===== config.mk =====
export PLATFORM = sky130hd
export DESIGN_NAME = nosd_hist
export DESIGN_NICKNAME = d
export VERILOG_FILES = /design/src/hdl/nosd_pkg.sv /design/src/hdl/nosd_hist.sv
export SDC_FILE = /design/constraint.sdc
export NUM_CORES = 1
export LEC_CHECK = 0
export ABC_CLOCK_PERIOD_IN_PS = 2400
export BUFFER_PORTS_ARGS = -buffer_cell sky130_fd_sc_hd__buf_2
export CAP_MARGIN = 20
export CORE_MARGIN = 5
export CORE_UTILIZATION = 35
export CTS_CLUSTER_DIAMETER = 100
export DETAILED_ROUTE_END_ITERATION = 16
export GPL_TIMING_DRIVEN = 1
export HOLD_SLACK_MARGIN = 0.08
export PLACE_DENSITY_LB_ADDON = 0.1
export SYNTH_ARGS = -nofsm -noshare
export SYNTH_HDL_FRONTEND = slang
export SYNTH_SLANG_ARGS = --single-unit

===== constraint.sdc =====
create_clock -name clk -period 2.4 [get_ports clk]
set_input_delay 0.48 -clock clk [delete_from_list [all_inputs] [get_ports clk]]
set_output_delay 0.48 -clock clk [all_outputs]
set_load 0.05 [all_outputs]

===== src/hdl/nosd_pkg.sv =====
`default_nettype none

package nosd_pkg;

    // fixed field widths
    localparam int SAMPLE_WIDTH = 48;
    localparam int OUT_WIDTH    = 56;
    localparam int ORDER_WIDTH  = 4;
    localparam int COEF_WIDTH   = 16;
    localparam int COEF_MAX_N   = 16;

    localparam logic [ORDER_WIDTH-1:0] ORDER_RESET = ORDER_WIDTH'(1);

    // input request payload
    typedef struct packed {
        logic signed [SAMPLE_WIDTH-1:0] sample_value;
        logic                           sample_null;
    } in_t;

    // result payload
    typedef struct packed {
        logic signed [OUT_WIDTH-1:0] diff_value;
        logic                        diff_valid;
    } out_t;

    // control carried along with the product stage
    typedef struct packed {
        logic vld;
        logic compute;
    } stage_ctrl_t;

    // signed tap weight (-1)^k * C(m,k), zero beyond the order (elaboration only)
    function automatic int tap_coef(input int m, input int k);
        int row [COEF_MAX_N+1];
        int c;
        for (int j = 0; j <= COEF_MAX_N; j++)
            row[j] = (j == 0) ? 1 : 0;
        // pascal rows built by addition
        for (int r = 1; r <= COEF_MAX_N; r++)
            if (r <= m)
                for (int j = COEF_MAX_N; j >= 1; j--)
                    row[j] = row[j] + row[j-1];
        c = (k <= m && k >= 0 && k <= COEF_MAX_N) ? row[k] : 0;
        return (k % 2 == 1) ? -c : c;
    endfunction

endpackage

`default_nettype wire


===== src/hdl/nosd_hist.sv =====
`default_nettype none

module nosd_hist #(
    parameter int MAX_ORDER = 8,
    parameter int WW        = $clog2(MAX_ORDER + 1)
) (
    input  wire logic                                            clk,
    input  wire logic                                            rst_n,
    input  wire logic                                            cfg_we,
    input  wire logic [nosd_pkg::ORDER_WIDTH-1:0]                cfg_wdata,
    input  wire logic                                            accept,
    input  wire nosd_pkg::in_t                                   sample,
    output logic      [MAX_ORDER-1:0][nosd_pkg::SAMPLE_WIDTH-1:0] hist,
    output logic      [WW-1:0]                                   eff_order,
    output logic                                                 compute
);

    logic [MAX_ORDER-1:0][nosd_pkg::SAMPLE_WIDTH-1:0] hist_reg, hist_next;
    logic [WW-1:0]                    warm_reg, warm_next;
    logic [nosd_pkg::ORDER_WIDTH-1:0] order_reg;
    logic [4:0]                       ord_ext;
    logic                             warming;

    // clamp the order into one through the maximum
    always_comb
    begin
        ord_ext = {1'b0, order_reg};
        if (ord_ext == 5'd0)
            eff_order = WW'(1);
        else if (ord_ext > 5'(MAX_ORDER))
            eff_order = WW'(MAX_ORDER);
        else
            eff_order = WW'(ord_ext);
    end

    assign warming = (warm_reg < eff_order);
    assign compute = !sample.sample_null && !warming;
    assign hist    = hist_reg;

    // newest sample enters at place zero
    genvar i;
    generate
        for (i = 0; i < MAX_ORDER; i++)
        begin : g_shift
            if (i == 0)
            begin : g_head
                assign hist_next[i] = sample.sample_value;
            end
            else
            begin : g_tail
                assign hist_next[i] = hist_reg[i-1];
            end
        end
    endgenerate

    // warm-up count saturates at the order
    assign warm_next = warming ? warm_reg + WW'(1) : warm_reg;

    always_ff @(posedge clk or negedge rst_n)
    begin
        if (!rst_n)
        begin
            hist_reg  <= '0;
            warm_reg  <= '0;
            order_reg <= nosd_pkg::ORDER_RESET;
        end
        else
        begin
            if (cfg_we)
                order_reg <= cfg_wdata;
            if (accept && !sample.sample_null)
            begin
                hist_reg <= hist_next;
                warm_reg <= warm_next;
            end
        end
    end

endmodule

`default_nettype wire


After elaboration in Yosys (flattened, before gate mapping)
Cells that the tools add are included.

Bits in registers: 392. Output and inout bits: 389. Logic and storage cells: 21.

$add $sub $neg: 1. Order comparisons: 2. Muxes and demuxes: 2. Reductions and logical operators: 6.

Operators with widths (number): 4-bit 2-to-1 mux (2); 4-bit by 1-bit adder with 4-bit output (second input constant) (1); 4-bit greater-than comparator (second input constant) (1); 4-bit logical NOT (1); 4-bit less-than comparator (1); 1-bit logical AND (2); 1-bit logical NOT (2); 2-bit AND reduction (1).

Logic depth before layout (Yosys ltp)
Depth in word-level cells: 6. Gate-level depth with buffers: 7. Depth with buffers taken out: 7.

Worst setup path after synthesis
No wires, ideal clock.

Kind: reg2out. Start point: reg order_reg[3] (netlist bit). End point: out compute. Arrival time: 1.834 ns. Setup slack: 0.086 ns. Cell stages (with the launch flop): 8. Path buffers: 0. Cell sequence: dfrtp_1 > inv_1 > nand2_1 > ha_1 > o211ai_1 > a21oi_2 > nor2b_1 > nor2_1.

Longest elaborated chain between the ends: 6. Elaborated cells on any way between the ends: 7. Classes of those cells: order compare (2); mux (2); reduce/logical (3).

RTL lines: from (decl) (RTL line nosd_hist.sv:20) `logic [nosd_pkg::ORDER_WIDTH-1:0] order_reg;`; from (signal assigned) (RTL line nosd_hist.sv:65) `order_reg <= nosd_pkg::ORDER_RESET;`; from (signal assigned) (RTL line nosd_hist.sv:70) `order_reg <= cfg_wdata;`; 4-bit greater-than comparator (RTL line nosd_hist.sv:30) `else if (ord_ext > 5'(MAX_ORDER))`; 4-bit 2-to-1 mux (RTL line nosd_hist.sv:30); 4-bit 2-to-1 mux (*) (RTL line nosd_hist.sv:28) `if (ord_ext == 5'd0)`; 4-bit less-than comparator (*) (RTL line nosd_hist.sv:36) `assign warming = (warm_reg < eff_order);`; 1-bit logical NOT (*) (RTL line nosd_hist.sv:37) `assign compute = !sample.sample_null && !warming;`; 1-bit logical AND (*) (RTL line nosd_hist.sv:37); to (decl) (RTL line nosd_hist.sv:15) `output logic compute`.

Mark *: on every way between the ends. The rest lies on a longest branch, timed or not.

Final worst setup path
Ends and elaborated chain as after synthesis.

==> reports/results.ini <==
[timing]
maxSlewViolCount=0
setup_violations=1
slew-limit-headroom=0.459
holdWs_ns=0.122
unrepaired_setup_endpoints_after_global_routing=yes
finalHoldViolCount=0
max_clock_freq_ghz=0.400
worst_clock_skew_ns=0.0101
final_worst_path_period_need_ns=2.50
final_min_period_over_clock_period=1.04
tightestPinTransition_ns=0.812
setup_slack_ns=-0.0998

[worst_setup_path]
timing.reg2reg.worst_path_depth=9
setup.worst_path.start_class=register
reg2reg_slack_ns=0.46
timing.critical_path.slowest_stage_cell=sky130_fd_sc_hd__dfrtp_1
timing.critical_path.max_delay_family=flip-flops
timing.critical_path.slowest_cell_delay_ns=0.39
timing.critical_path.arrival_ns=2.02
timing.critical_path.cells=inv_2 > nand2_2 > ha_4 > o211ai_1 > a21oi_2 > nor2b_1 > nor2_1 > buf_6
worst_setup_path_end_kind=primary output
critical_path_peak_fanout=4
critical_path.reg2reg.endpoint=warm_reg[1]
worstSetupPathDepth=8
required_ns=1.92
cp_num_buf_inv=2
critical_path.startpoint=order_reg[3]
worst-setup-path-type=reg -> out
worstSetupEndpoint=compute
reg2reg_from=order_reg[3]

[route]
final_antenna_net_count=0
met3RoutedLength_um=3150
drt-met1-wl_um=21800
drt-vias-per-instance=4.45
met2_routed_length_um=19100
routed_wl_um=45500
post_drt_wl_per_cell_um=17.0
drt_drc_violations_left=0
dr.max_layer_used=met5
drt_iter0_drc=894
drt-pass1-iter-count=4
vias=11900

[pwr]
power_leakage_nw=11.6
design_power_total_mw=23.3
clock_power_share=0.287
intPower_mw=13.5
power.sequential.fraction=0.384
netSwitchingPower_mw=9.85
ir_worst_vdd_uv=567
power.density_nw_per_um2=1210
power.switching_fraction=0.422
p_comb_frac=0.329

[yosys]
synth_nets=1725
post_synth_num_cell_types=25
postSynthAreaPerCell_um2=8.91
synth.largest_area_cell=sky130_fd_sc_hd__dfrtp_1
ys_seq_elements=392
syn_inst=1664
synthDominantCellAreaShare=0.660
synth.yosys.seq_area_share=0.662
netlist_top_cells_area=sky130_fd_sc_hd__dfrtp_1, sky130_fd_sc_hd__nand2_1, sky130_fd_sc_hd__buf_2, sky130_fd_sc_hd__ha_1, sky130_fd_sc_hd__mux2_2
synthesis.yosys.warnings=0
post_synth_instance_area_um2=14800

[finish]
most_common_cell_after_layout_fill_and_taps_aside=sky130_fd_sc_hd__nand2_1
syn2layout_area_growth_pct=30.5
highest_count_cells_in_the_layout_ignoring_fill_and_taps=sky130_fd_sc_hd__nand2_1, sky130_fd_sc_hd__buf_2, sky130_fd_sc_hd__dfrtp_1
largest_register_ff_count=384
final_design_area_no_fill_um2=19300
fin_nets=2173
final_layout_size_suffix_gt1_frac=0.264
stdcell_count=2681
finish.utilization=0.461
n_antenna_cell=0

[clock_tree]
numCtsBuffers=44
cts.path.max_buffers=3
clock_sink_count=392
ctsHtreeMaxLevel=2
path_clk_slew_ns=0.06
cts_tree=done
clk_root_buffer_cell=sky130_fd_sc_hd__clkbuf_16
clk-insertion-delay-late_ns=0.55

[grt]
grt_max_degree=169
globalRouteTotalUtil=0.191
grt_overflow_total=0
grt_pass1_wl_um=71400
grt_antenna_before_repair=2
grt_pass1_vias=11700

[placement]
dpl.hpwl_um=32300
port-buffer-count=445
placedInstanceArea_um2=17800
globalplace.congestion=0.817
dp.cells=2594

[floorplan]
std_cell_rows=75
ios=446
initial_utilization=0.353
die_area_um2=46600
die_h_um=216
die-width_um=216
design.core.area_um2=41900

[min_path]
hold_path.class=in -> reg

[status]
run_status=finished with violations
violated_checks=negative setup slack

[run]
cap_violations=0

logic make-up (layout without fill, tap and decap cells):
| logic type | after synthesis | count (layout) | synth area share |
|---|---|---|---|
| AOI/OAI and AO/OA | 5 | 5 | 0.00228 |
| xor gates and xnor gates | 3 | 3 | 0.00177 |
| adders and majority gates | 4 | 4 | 0.00338 |
| buffers and inverters | 90 | 568 | 0.0302 |
| DFF | 392 | 392 | 0.662 |
| muxes | 4 | 4 | 0.00329 |
| and+or+nand+nor | 1166 | 1166 | 0.297 |
timing repair:
action / 4_1_cts / 5_1_grt
endpoints found under the hold margin: 44 / 0
pin swaps: 5 / 1
hold buffers: 6 / 0
buffers inserted: 4 / 1
setup endpoints to repair: 1 / 1
gates resized for setup: 8 / 0
metrics by stage:
| step | setup TNS, ns | setup WS, ns |
|---|---|---|
| final | -0.0998 | -0.0998 |
| after global routing | -0.188 | -0.188 |
| after CTS | -0.0890 | -0.0890 |
| after detailed placement | 0 | 0.250 |
| after global placement | 0 | 0.287 |
| after floorplan | 0 | 0.0855 |
power by group through the flow:
stage	registers, mW	clock network [mW]	logic [mW]
floorplan	13.0	0	1.31
global placement	9.03	0	7.63
detailed placement	9.06	0	7.67
CTS	8.96	6.90	7.75
global route	9.16	7.18	8.12
finish	8.96	6.69	7.69
how the worst min path moves through the flow:
stage                endpoint  cells after the start  slack [ns]       start
floorplan             hist[0]                      0        0.18       rst_n
global placement    hist[364]                      2        0.45   hist[364]
detailed placement  hist[338]                      2        0.46   hist[338]
CTS                  hist[12]                      3        0.08  sample[13]
global route         hist[47]                      3         0.1  sample[48]
finish               hist[12]                      3        0.12  sample[13]
final cells by class:
cell class	instances	area [um^2]
inverters	3	11.3
clock inverters	9	123
flip-flops and latches	392	9810
repair buffers	489	2790
multi-input cells	1182	4620
clock buffers	67	1320
fillers	4258	22600
well taps	539	674
tightest hold or removal path, stage by stage:
cell and delay [ns]:
sky130_fd_sc_hd__buf_2 0.08, sky130_fd_sc_hd__nand2_1 0.04, sky130_fd_sc_hd__nand2_1 0.04
synthesized netlist by cell type:
master,count
sky130_fd_sc_hd__nor2_2,1
sky130_fd_sc_hd__inv_1,3
sky130_fd_sc_hd__dfstp_2,1
sky130_fd_sc_hd__o21ai_0,1
sky130_fd_sc_hd__o21bai_1,1
sky130_fd_sc_hd__nand2b_1,1
sky130_fd_sc_hd__nand2_1,1156
sky130_fd_sc_hd__clkbuf_1,1
sky130_fd_sc_hd__mux2_4,1
sky130_fd_sc_hd__a21oi_1,1
sky130_fd_sc_hd__and2_1,1
sky130_fd_sc_hd__buf_2,85
sky130_fd_sc_hd__mux2_2,3
sky130_fd_sc_hd__nand3_1,1
sky130_fd_sc_hd__a21oi_2,1
sky130_fd_sc_hd__nor3_1,1
sky130_fd_sc_hd__buf_4,1
sky130_fd_sc_hd__o211ai_1,1
sky130_fd_sc_hd__nor2b_1,2
sky130_fd_sc_hd__nor2_1,1
sky130_fd_sc_hd__dfrtp_1,391
sky130_fd_sc_hd__nor3b_2,1
sky130_fd_sc_hd__nor3_2,1
sky130_fd_sc_hd__xor2_1,3
sky130_fd_sc_hd__ha_1,4
layer usage:
layer | GRT usage | vias up
met1 | 0.288 | 5537
met5 | 0 | -
met4 | 0.0661 | 4
met2 | 0.267 | 375
li1 | - | 5940
met3 | 0.0482 | 79
(Power assumes the default switching activity.)
