`src/hdl/nosd_pkg.sv`:
```
`default_nettype none

package nosd_pkg;

    // fixed field widths
    localparam int SAMPLE_WIDTH = 48;
    localparam int OUT_WIDTH    = 56;
    localparam int ORDER_WIDTH  = 4;
    localparam int COEF_WIDTH   = 16;
    localparam int COEF_MAX_N   = 16;

    localparam logic [ORDER_WIDTH-1:0] ORDER_RESET = ORDER_WIDTH'(1);

    // input request payload
    typedef struct packed {
        logic signed [SAMPLE_WIDTH-1:0] sample_value;
        logic                           sample_null;
    } in_t;

    // result payload
    typedef struct packed {
        logic signed [OUT_WIDTH-1:0] diff_value;
        logic                        diff_valid;
    } out_t;

    // control carried along with the product stage
    typedef struct packed {
        logic vld;
        logic compute;
    } stage_ctrl_t;

    // signed tap weight (-1)^k * C(m,k), zero beyond the order (elaboration only)
    function automatic int tap_coef(input int m, input int k);
        int row [COEF_MAX_N+1];
        int c;
        for (int j = 0; j <= COEF_MAX_N; j++)
            row[j] = (j == 0) ? 1 : 0;
        // pascal rows built by addition
        for (int r = 1; r <= COEF_MAX_N; r++)
            if (r <= m)
                for (int j = COEF_MAX_N; j >= 1; j--)
                    row[j] = row[j] + row[j-1];
        c = (k <= m && k >= 0 && k <= COEF_MAX_N) ? row[k] : 0;
        return (k % 2 == 1) ? -c : c;
    endfunction

endpackage

`default_nettype wire

```
`src/hdl/nosd_sum.sv`:
```
`default_nettype none

module nosd_sum #(
    parameter int MAX_ORDER = 8
) (
    input  wire logic                                             clk,
    input  wire logic                                             rst_n,
    input  wire logic                                             advance,
    input  wire nosd_pkg::stage_ctrl_t                            ctrl,
    input  wire logic      [MAX_ORDER:0][nosd_pkg::OUT_WIDTH-1:0] prod,
    output logic                                                  out_valid,
    output nosd_pkg::out_t                                        out_data
);

    logic [nosd_pkg::OUT_WIDTH-1:0] acc;
    logic                           out_valid_reg;
    nosd_pkg::out_t                 out_data_reg, out_data_next;

    // add all taps, wrapping at the result width
    always_comb
    begin
        acc = '0;
        for (int i = 0; i <= MAX_ORDER; i++)
            acc = acc + prod[i];
    end

    // null and warm-up results carry a zero value
    always_comb
    begin
        out_data_next.diff_value = ctrl.compute ? $signed(acc) : '0;
        out_data_next.diff_valid = ctrl.compute;
    end

    always_ff @(posedge clk or negedge rst_n)
    begin
        if (!rst_n)
            out_valid_reg <= 1'b0;
        else if (advance)
            out_valid_reg <= ctrl.vld;
    end

    always_ff @(posedge clk)
    begin
        if (advance && ctrl.vld)
            out_data_reg <= out_data_next;
    end

    assign out_valid = out_valid_reg;
    assign out_data  = out_data_reg;

endmodule

`default_nettype wire

```
`config.mk`:
```
export PLATFORM = sky130hd
export DESIGN_NAME = nosd_sum
export DESIGN_NICKNAME = d
export VERILOG_FILES = /design/src/hdl/nosd_pkg.sv /design/src/hdl/nosd_sum.sv
export SDC_FILE = /design/constraint.sdc
export NUM_CORES = 1
export LEC_CHECK = 0
export BUFFER_PORTS_ARGS = -buffer_cell sky130_fd_sc_hd__buf_2
export CORE_AREA = 2 2 223 225
export CTS_CLUSTER_DIAMETER = 30
export DETAILED_ROUTE_END_ITERATION = 16
export DIE_AREA = 0 0 225 227
export SLEW_MARGIN = 15
export SYNTH_ARGS = -nofsm -noshare
export SYNTH_HDL_FRONTEND = slang
export SYNTH_SLANG_ARGS = --single-unit
```
`constraint.sdc`:
```
create_clock -name clk -period 0.98 [get_ports clk]
set_clock_uncertainty 0.2 [all_clocks]
set_input_delay 0.196 -clock clk [delete_from_list [all_inputs] [get_ports clk]]
set_output_delay 0.196 -clock clk [all_outputs]
set_load 0.05 [all_outputs]
```
**Word-level counts from Yosys, hierarchy flattened**

Index checks and enable logic that the tools add are counted.

- Equal/unequal tests: 0
- Multiplexer cells: 0
- Magnitude comparators: 0
- Multiply operators: 0
- Bitwise operators: 0
- Div/mod/pow operators: 0
- Shift operators: 0
- Reduce and logical (&&, ||, !) cells: 1
- Add/subtract/negate cells: 8

Operator list:

| kind | number |
|---|---|
| $add 56x56->56 | 8 |
| $logic_and 1x1->1 | 1 |

- Memory bits (read-only): 0
- Bits in registers: 58
- Word-level logic and storage cells: 12
- Bits in writable memories: 0
- Memories kept: 0
- Input port bits: 509
- Output and inout bits: 58
- Bits in latches: 0

**Logic depth before layout (Yosys ltp)**

Gate-level depths: netlist of the first run.

- Depth after elaboration: 8
- Mapped depth: 20
- Gate-level depth less buffers: 20

**Worst setup path after synthesis of the first run**

Ideal clock, no wire load.

- Kind: input to register
- From: input prod[338] (netlist bit)
- To: register out_data_reg, in the netlist out_data[39], data pin
- Library setup time: 0.265 ns
- Arrival: 4.618 ns
- Path slack: -4.104 ns
- Required time: 0.515 ns
- Path buffers: 0
- Stages: 18
- Cell sequence: fa_1 -> fa_1 -> inv_1 -> fa_1 -> fa_1 -> inv_1 -> ha_1 -> inv_1 -> fa_1 -> nand2b_1 -> a21oi_1 -> o221ai_1 -> o221a_2 -> o21ai_1 -> a21oi_1 -> o2111ai_1 -> a21oi_1 -> or3_1

- Word-level cells in the longest chain between the ends: 3

Ends and longest elaborated chain:

| what | line | RTL |
|---|---|---|
| from (decl) | nosd_sum.sv:10 | `input wire logic [MAX_ORDER:0][nosd_pkg::OUT_WIDTH-1:0] prod,` |
| $add 56x56->56 (3 in a row) | nosd_sum.sv:24 | `acc = acc + prod[i];` |
| to (signal assigned) | nosd_sum.sv:45 | `out_data_reg <= out_data_next;` |
| to (decl) | nosd_sum.sv:17 | `nosd_pkg::out_t out_data_reg, out_data_next;` |

Every way passes these cells.
A chain may end at the register's enable or synchronous reset.

**Worst setup path in the final report of the first run**

- From: input prod[450] (netlist bit)
- To: register out_data_reg, in the netlist out_data[39], data pin

- Word-level cells in the longest chain between the ends: 1

Ends and longest elaborated chain:

| what | line |
|---|---|
| $add 56x56->56 | nosd_sum.sv:24 |

Every way passes these cells.

==> flow_metrics.tcl, run 1 <==
set metrics [dict create \
    worst-r2r-cell-count 1 \
    grt_start_max_net_pins 29 \
    register_area_sq_um 1740 \
    clkLatencyLatePin_ps 350 \
    initial_core_util 0.304 \
    synth_ff_type "edfxtp_1" \
    die_y_um 227 \
    tightest_slew_ps 488 \
    dr.pass1.iters 5 \
    antenna_found_initial 0 \
    ys_types 61 \
    reg2reg_to "out_valid" \
    place_area_sq_um 20300 \
    slew_headroom 0.674 \
    clockRootBuffer "clkbuf_16" \
    syn_inst 1467 \
    design_area_sq_um 21900 \
    largest_reg_flops 57 \
    syn2layout_area_growth_pct 48.6 \
    ys_top_cells_by_area "fa_1 (52%), inv_1 (13%), edfxtp_1 (12%)" \
    final_cell_mix "buf_2 (488), inv_1 (485), fa_1 (371)" \
    cp_num_buf_inv 5 \
    multi_input_area_sq_um 11800 \
    htreeDepth 3 \
    crit_slowest_cell "fa_1" \
    drt-vias-per-instance 4.33 \
    top_layer "met4" \
    cp_top_family "adder cells" \
    min_period_ps 4780 \
    syn_area_sq_um 14700 \
    cp-start-kind "input pin" \
    wirelength_met1_um 17400 \
    drtIter0Drc 367 \
    wl_met2_um 23500 \
    gp_congestion 0.846 \
    ys_warn_count 0 \
    final-hold-violation-count 2 \
    ys_ff_latch 58 \
    cts_tree "done" \
    drv_slew 0 \
    dp_hpwl_um 40000 \
    drive_gt1_frac 0.426 \
    clk_pin_slew_ps 60 \
    rows 81 \
    fmax_ghz 0.209 \
    violations "hold timing, setup timing" \
    drt_wl_total_um 43900 \
    cp_data_required_time_ps 880 \
    place_ws_ps -4390 \
    drcViolationCount 0 \
    post_drt_wl_per_cell_um 15.4 \
    layout.nets 3175 \
    io_buffers 566 \
    ctsLongestPathBuffers 2 \
    hold_class "in2reg" \
    cp.depth 20 \
    whs_ps -85.1 \
    ant_nets 0 \
    ios 567 \
    synth.top_cell.area_share 0.518 \
    avgSynthCellArea_sq_um 10.0 \
    crit_start "prod[450]" \
    worst_setup_path_end_kind "flip-flop" \
    timing.final.crit_share 4.88 \
    ys_async_sr_fraction 0.0172 \
    first_global_vias 14048 \
    grt_pass1_wl_um 69300 \
    grtUsageTotal 0.174 \
    vias 12370 \
    die_w_um 225 \
    maxCapViolCount 0 \
    final-instance-count-excl-fill 2857 \
    die_area_sq_um 51100 \
    fill_cells 4633 \
    numCtsBuffers 9 \
    dp.cells 2807 \
    grt_remaining_overflow 0 \
    max_stage_delay_ps 540 \
    rsz0062_at_grt "true" \
    cts_hold_buf 2 \
    worst-r2r-setup-slack_ps -20 \
    synth_edf_count 57 \
    crit_path_max_fanout 2 \
    dr_wl_met3_um 2230 \
    path_class "in2reg" \
    setup_viol 115 \
    final_common_cell "buf_2" \
    fin_ws_ps -3800 \
    r2r-start "out_valid" \
    yosysTopAreaCell "fa_1" \
    path_cells "buf_6, fa_2, fa_1, inv_2, fa_1, fa_1, inv_2, ha_4, inv_2, fa_2, nand2b_4, a21oi_4, o221ai_4, buf_6, o221a_4, o21ai_4, a21oi_4, o2111ai_2, a21oi_1, or3_1" \
    critPathArrivalTime_ps 4680 \
    status "finished, violations left" \
    cts.sinks 58 \
    ys_seq_area_frac 0.118 \
    coreArea_sq_um 48500 \
    cp-endpoint "out_data[39]" \
    syn_nets 2413 \
]
cells in the mapped netlist, types with 2 or more instances:
master and number:
nand3_1 17, nor3b_1 2, and2_1 9, xnor2_1 30, nand2b_1 13, or2_2 3, o21ai_0 27, mux2i_1 5
clkbuf_1 14, edfxtp_1 57, o211ai_1 4, nor3_1 8, o2111ai_1 2, o21a_1 4, nand2_1 50, nor4_1 3
xor2_1 25, a41oi_1 2, o21bai_1 5, a31oi_1 8, buf_2 6, o21ai_1 3, fa_1 381, inv_1 517
nor2b_1 5, clkbuf_2 2, o21ai_2 2, nand4_1 14, a21boi_0 3, a21oi_1 60, ha_1 56, a211oi_1 4
a21o_1 30, mux2_2 2, a211o_1 2, and3_1 7, nor2_1 61
worst min-delay path by stage:
stage,start,depth (start not counted),end,slack [ps]
3_3_place_gp,rst_n,1,out_valid,-230
4_1_cts,ctrl[1],2,out_valid,-120
2_1_floorplan,rst_n,0,out_valid,-300
3_5_place_dp,rst_n,1,out_valid,-230
6_report,ctrl[1],2,out_valid,-90
5_1_grt,ctrl[1],2,out_valid,-100
area by class of cell:
cell class | count | area share
multi-input combinational | 868 | 0.540
timing repair buffer | 774 | 0.243
inverter | 518 | 0.0896
sequential | 58 | 0.0794
tap | 622 | 0.0355
clock buffer | 10 | 0.0105
clock inverter | 6 | 0.00263
antenna | 1 | 0.000114
metrics by stage:
step                      utilization  setup TNS [ps]  hold slack, ps
after floorplan                     -         -195360            -300
after global placement          0.418         -225460            -228
after detailed placement        0.418         -226840            -228
after CTS                       0.442         -208570            -118
after global routing            0.451         -217360           -99.3
final                           0.451         -206930           -85.1
cells by family after synthesis:
| family | after synthesis | synth area share |
|---|---|---|
| AO/OA/AOI/OAI | 174 | 0.0787 |
| XOR/XNOR | 55 | 0.0327 |
| AND/OR/NAND/NOR | 195 | 0.0623 |
| buffers and inverters | 541 | 0.138 |
| multiplexers | 7 | 0.00492 |
| flip-flops | 58 | 0.118 |
| adder cells (fa/ha/maj) | 437 | 0.565 |
timing repair:
item | 4_1_cts | 5_1_grt
endpoints found under the hold margin | 2 | 2
setup endpoints to repair | 114 | 116
gates resized for setup | 162 | 90
buffers inserted | 20 | 24
pin swaps | 74 | 84
layer usage:
metal	track usage	vias to the layer above
met1	0.208	6121
met2	0.325	377
met3	0.0266	46
li1	-	5826
met5	0	-
met4	0.0483	0
Power of run 1 is not shown: default switching activity piles up to over one toggle a cycle in this logic, so the estimate is an artifact.
==> inputs of run 2 (changes only) <==
--- a/config.mk
+++ b/config.mk
@@ -6,10 +6,11 @@
 export NUM_CORES = 1
 export LEC_CHECK = 0
 export BUFFER_PORTS_ARGS = -buffer_cell sky130_fd_sc_hd__buf_2
-export CORE_AREA = 2 2 223 225
+export CORE_ASPECT_RATIO = 0.5
+export CORE_MARGIN = 2
+export CORE_UTILIZATION = 31
 export CTS_CLUSTER_DIAMETER = 30
 export DETAILED_ROUTE_END_ITERATION = 16
-export DIE_AREA = 0 0 225 227
 export SLEW_MARGIN = 15
 export SYNTH_ARGS = -nofsm -noshare
 export SYNTH_HDL_FRONTEND = slang
==> run 2 against run 1 <==
Compared with the run above: the flow still finishes with violations (hold timing, setup timing); final cell count up 0.81%; count of clock-buffer cells in the layout unchanged; wire length is 4.8% lower; setup slack improved by 8.6 ps; sequential cell count stayed put; non-clock buffer count rose by 8; via count is 1.5% lower; core utilization rose by 2.0 points; global-route usage is 0.81 points lower; worst hold slack improved by 32 ps.
==> flow_metrics.tcl, run 2 (synthesis results as in run 1) <==
set metrics [dict create \
    dp.cells 2829 \
    coreArea_sq_um 46900 \
    antenna_cells 0 \
    dp_hpwl_um 37900 \
    clockRootBuffer "clkbuf_16" \
    drtIter0Drc 370 \
    post_drt_wl_per_cell_um 14.5 \
    io_buffers 566 \
    clk_pin_slew_ps 60 \
    syn2layout_area_growth_pct 49.9 \
    crit_path_max_fanout 5 \
    die_w_um 312 \
    fin_ws_ps -3790 \
    drt_wl_total_um 41800 \
    min_period_ps 4770 \
    grt_remaining_overflow 0 \
    largest_reg_flops 57 \
    cts_hold_buf 2 \
    drcViolationCount 0 \
    cts.sinks 58 \
    tightest_slew_ps 436 \
    critPathArrivalTime_ps 4670 \
    cts_tree "done" \
    htreeDepth 3 \
    grtUsageTotal 0.166 \
    crit_start "prod[362]" \
    grt_start_max_net_pins 31 \
    drt-vias-per-instance 4.23 \
    ant_nets 0 \
    antenna_found_initial 1 \
    cpMostUsedCell "fa_1" \
    dr.pass1.iters 4 \
    die_area_sq_um 49400 \
    fmax_ghz 0.209 \
    cp_data_required_time_ps 870 \
    rsz0062_at_grt "true" \
    setup-tns-final_ps -205060 \
    die_y_um 158 \
    vias 12189 \
    maxCapViolCount 0 \
    first_global_vias 13145 \
    final_cell_mix "buf_2 (494), inv_1 (490), fa_1 (372)" \
    gp_congestion 0.852 \
    ctsLongestPathBuffers 2 \
    drive_gt1_frac 0.432 \
    crit_slowest_cell "fa_1" \
    slew_headroom 0.707 \
    rows 56 \
    status "finished, violations left" \
    layout.nets 3183 \
    timing.final.crit_share 4.87 \
    whs_ps -52.6 \
    hold_class "in2async" \
    final_common_cell "buf_2" \
    initial_core_util 0.314 \
    fill_cells 4357 \
    cp-start-kind "input pin" \
    clkLatencyLatePin_ps 350 \
    r2r-start "out_valid" \
    grt_pass1_wl_um 64400 \
    setup_viol 114 \
    worst_setup_path_end_kind "flip-flop" \
    violations "hold timing, setup timing" \
    path_class "in2reg" \
    max_stage_delay_ps 580 \
    numCtsBuffers 9 \
    ios 567 \
    final-instance-count-excl-fill 2880 \
    path_cells "buf_2, fa_1, fa_1, fa_1, inv_1, fa_1, inv_1, ha_1, buf_4, nand2_4, nor3_4, nand2_2, a21oi_4, o21ai_4, buf_6, o311ai_4, buf_6, a31oi_2, xor2_1, nor2_2" \
    drv_slew 0 \
    final-hold-violation-count 2 \
]
run 2: cell count changes in the layout (fill, tap and decap cells not counted), moves of 4 or more:
cell     before  now
buf_6        76   64
buf_4       173  183
buf_2       488  494
ha_1         40   34
ha_4         16   22
buf_12       33   38
inv_1       485  490
inv_2        30   26
o21ai_4       4    8
run 2: worst max-delay path: cells and delay by family:
family                     cells  cell delay [ps]
AOI/OAI and AO/OA              4              650
buffers and inverters          6              690
xor gates and xnor gates       1              200
adders and majority gates      5             2350
and+or+nand+nor                4              570
run 2: cell type report:
| cell class | instances | area, sq um | area share |
|---|---|---|---|
| multi-input combinational | 868 | 11900 | 0.540 |
| timing repair buffer | 782 | 5370 | 0.243 |
| inverter | 518 | 1960 | 0.0887 |
| sequential | 58 | 1740 | 0.0786 |
| tap | 638 | 798 | 0.0361 |
| clock buffer | 10 | 239 | 0.0108 |
| clock inverter | 6 | 66.3 | 0.00300 |
run 2: worst paths after layout:
check                                    end  cells past startpoint  slack [ps]
worst min-delay path               out_valid                      2         -50
min in group clk                   out_valid                      2         -40
max in group asynchronous          out_valid                      2         540
worst max register to register     out_valid                      1           0
worst max-delay path            out_data[42]                     20       -3790
worst min register to register     out_valid                      1         340
run 2: stage by stage:
step                setup WS (ps)  hold slack, ps  area (sq um)   util
detailed placement          -4310            -227         20400  0.436
global placement            -4280            -228         20400  0.436
CTS                         -3740           -59.0         21600  0.460
floorplan                   -3770            -300         15000      -
global route                -3960           -53.9         22100  0.471
finish                      -3790           -52.6         22100  0.471
run 2: layer usage:
metal  GRT usage  vias to the layer above  wire length, um
li1            -                     5840                -
met1       0.202                     6118            16400
met2       0.324                      200            23900
met3      0.0147                       31              948
met4      0.0288                        0              534
met5           0                        -                0
run 2: timing repair:
action | 4_1_cts | 5_1_grt
setup endpoints to repair | 114 | 116
gates cloned | 0 | 0
setup buffers | 18 | 24
pin swaps | 86 | 92
endpoints found under the hold margin | 2 | 1
gates resized for setup | 153 | 85
Power of run 2 is left out for the same reason.
==> inputs of run 3 (changes only) <==
--- a/config.mk
+++ b/config.mk
@@ -6,11 +6,10 @@
 export NUM_CORES = 1
 export LEC_CHECK = 0
 export BUFFER_PORTS_ARGS = -buffer_cell sky130_fd_sc_hd__buf_2
-export CORE_ASPECT_RATIO = 0.5
-export CORE_MARGIN = 2
-export CORE_UTILIZATION = 31
+export CORE_AREA = 2 2 224 226
 export CTS_CLUSTER_DIAMETER = 30
 export DETAILED_ROUTE_END_ITERATION = 16
+export DIE_AREA = 0 0 226 228
 export SLEW_MARGIN = 15
 export SYNTH_ARGS = -nofsm -noshare
 export SYNTH_HDL_FRONTEND = slang
==> run 3 against run 2 <==
Compared with the run above: the run still ends with hold timing, setup timing left; worst hold slack worse by 34 ps; count of clock-buffer cells in the layout is 2 higher; sequential cell count stayed put; non-clock buffer count is 6 higher; register-to-register slack hardly changed; via count is 1.9% higher; final cell count is 1.4% higher; global-route usage is 0.56 points higher; fmax is 1.7% lower.
==> flow_metrics.tcl, run 3 (synthesis results as in run 1) <==
set metrics [dict create \
    status "finished, violations left" \
    violations "hold timing, setup timing" \
    cp_num_buf_inv 5 \
    ios 567 \
    largest_reg_flops 57 \
    layout.nets 3189 \
    grt_remaining_overflow 0 \
    first_global_vias 14220 \
    cpMostUsedCell "fa_1" \
    grtUsageTotal 0.172 \
    fmax_ghz 0.206 \
    ant_nets 0 \
    hold_class "in2reg" \
    final-hold-violation-count 2 \
    worst_setup_path_end_kind "flip-flop" \
    dp.cells 2864 \
    fin_ws_ps -3880 \
    final_cell_mix "buf_2 (495), inv_1 (487), fa_1 (376)" \
    clk_pin_slew_ps 60 \
    drcViolationCount 0 \
    register_area_sq_um 1740 \
    cts_tree "done" \
    syn2layout_area_growth_pct 49.9 \
    dp_hpwl_um 39100 \
    final_common_cell "buf_2" \
    clockRootBuffer "clkbuf_16" \
    multi_input_area_sq_um 11900 \
    drtIter0Drc 231 \
    drt_wl_total_um 43100 \
    vias 12417 \
    cp_data_required_time_ps 860 \
    crit_start "prod[2]" \
    antenna_found_initial 2 \
    gp_congestion 0.908 \
    whs_ps -86.9 \
    slew_headroom 0.724 \
    timing.final.crit_share 4.96 \
    drive_gt1_frac 0.427 \
    fill_cells 4671 \
    coreArea_sq_um 49300 \
    setup_viol 115 \
    design_area_sq_um 22100 \
    io_buffers 566 \
    drt-vias-per-instance 4.25 \
    cp_top_family "adder cells" \
    maxCapViolCount 0 \
    cts_hold_buf 1 \
    rows 82 \
    post_drt_wl_per_cell_um 14.8 \
    tightest_slew_ps 410 \
    die_y_um 228 \
    ctsLongestPathBuffers 2 \
    grt_pass1_wl_um 69600 \
    path_class "in2reg" \
    drv_slew 0 \
    grt_start_max_net_pins 30 \
    cp-start-kind "input pin" \
    initial_core_util 0.299 \
    rsz0062_at_grt "true" \
    dr.pass1.iters 5 \
    place_area_sq_um 20500 \
    r2r-start "out_valid" \
    crit_slowest_cell "fa_1" \
    fin_util 0.448 \
    max_stage_delay_ps 600 \
    htreeDepth 3 \
    clkLatencyLatePin_ps 340 \
    die_area_sq_um 51500 \
    crit_path_max_fanout 2 \
    die_w_um 226 \
    path_cells "buf_6, fa_1, inv_2, fa_1, fa_1, fa_1, inv_2, ha_4, inv_2, fa_2, nand2b_4, a21oi_4, o221ai_2, buf_4, o221a_4, o21ai_4, a21oi_4, o2111ai_2, a21oi_1, or3_1" \
    min_period_ps 4860 \
    hp-start "ctrl[1]" \
    final-instance-count-excl-fill 2921 \
    numCtsBuffers 9 \
    critPathArrivalTime_ps 4740 \
    cts.sinks 58 \
]
## run 3: path summary, 6_finish.rpt
| kind | cells after the start | endpoint | slack (ps) |
|---|---|---|---|
| min in group asynchronous | 2 | out_valid | -20 |
| worst max-delay path | 20 | out_data[39] | -3880 |
| worst max register to register | 1 | out_valid | 0 |
| worst min register to register | 1 | out_valid | 340 |
| worst min-delay path | 2 | out_valid | -90 |
| max in group asynchronous | 2 | out_valid | 500 |
## run 3: routing by layer
| metal | up-vias | wire [um] | global-route usage |
|---|---|---|---|
| met2 | 345 | 22900 | 0.316 |
| met3 | 50 | 2150 | 0.0261 |
| met1 | 6169 | 17100 | 0.206 |
| met5 | - | 13 | 0 |
| li1 | 5851 | - | - |
| met4 | 2 | 986 | 0.0474 |
## run 3: final cells by class
type	count	share of cell area
Antenna cell	1	0.000113
Tap cell	672	0.0381
Clock buffer	12	0.0107
Sequential cell	58	0.0787
Timing Repair Buffer	788	0.245
Multi-Input combinational cell	868	0.537
Inverter	518	0.0890
Clock inverter	4	0.00130
## run 3: timing repair
action,4_1_cts,5_1_grt
buffers inserted,27,24
pin swaps,72,83
endpoints found under the setup margin,114,115
endpoints found under the hold margin,2,2
gates resized for setup,152,77
## run 3: per-stage QoR
| step | setup TNS [ps] | setup WS, ps |
|---|---|---|
| after global placement | -229750 | -4570 |
| after floorplan | -195360 | -3770 |
| final | -207880 | -3880 |
| after detailed placement | -231320 | -4640 |
| after global routing | -218610 | -4110 |
| after CTS | -208750 | -3910 |
Power of run 3 is left out for the same reason.
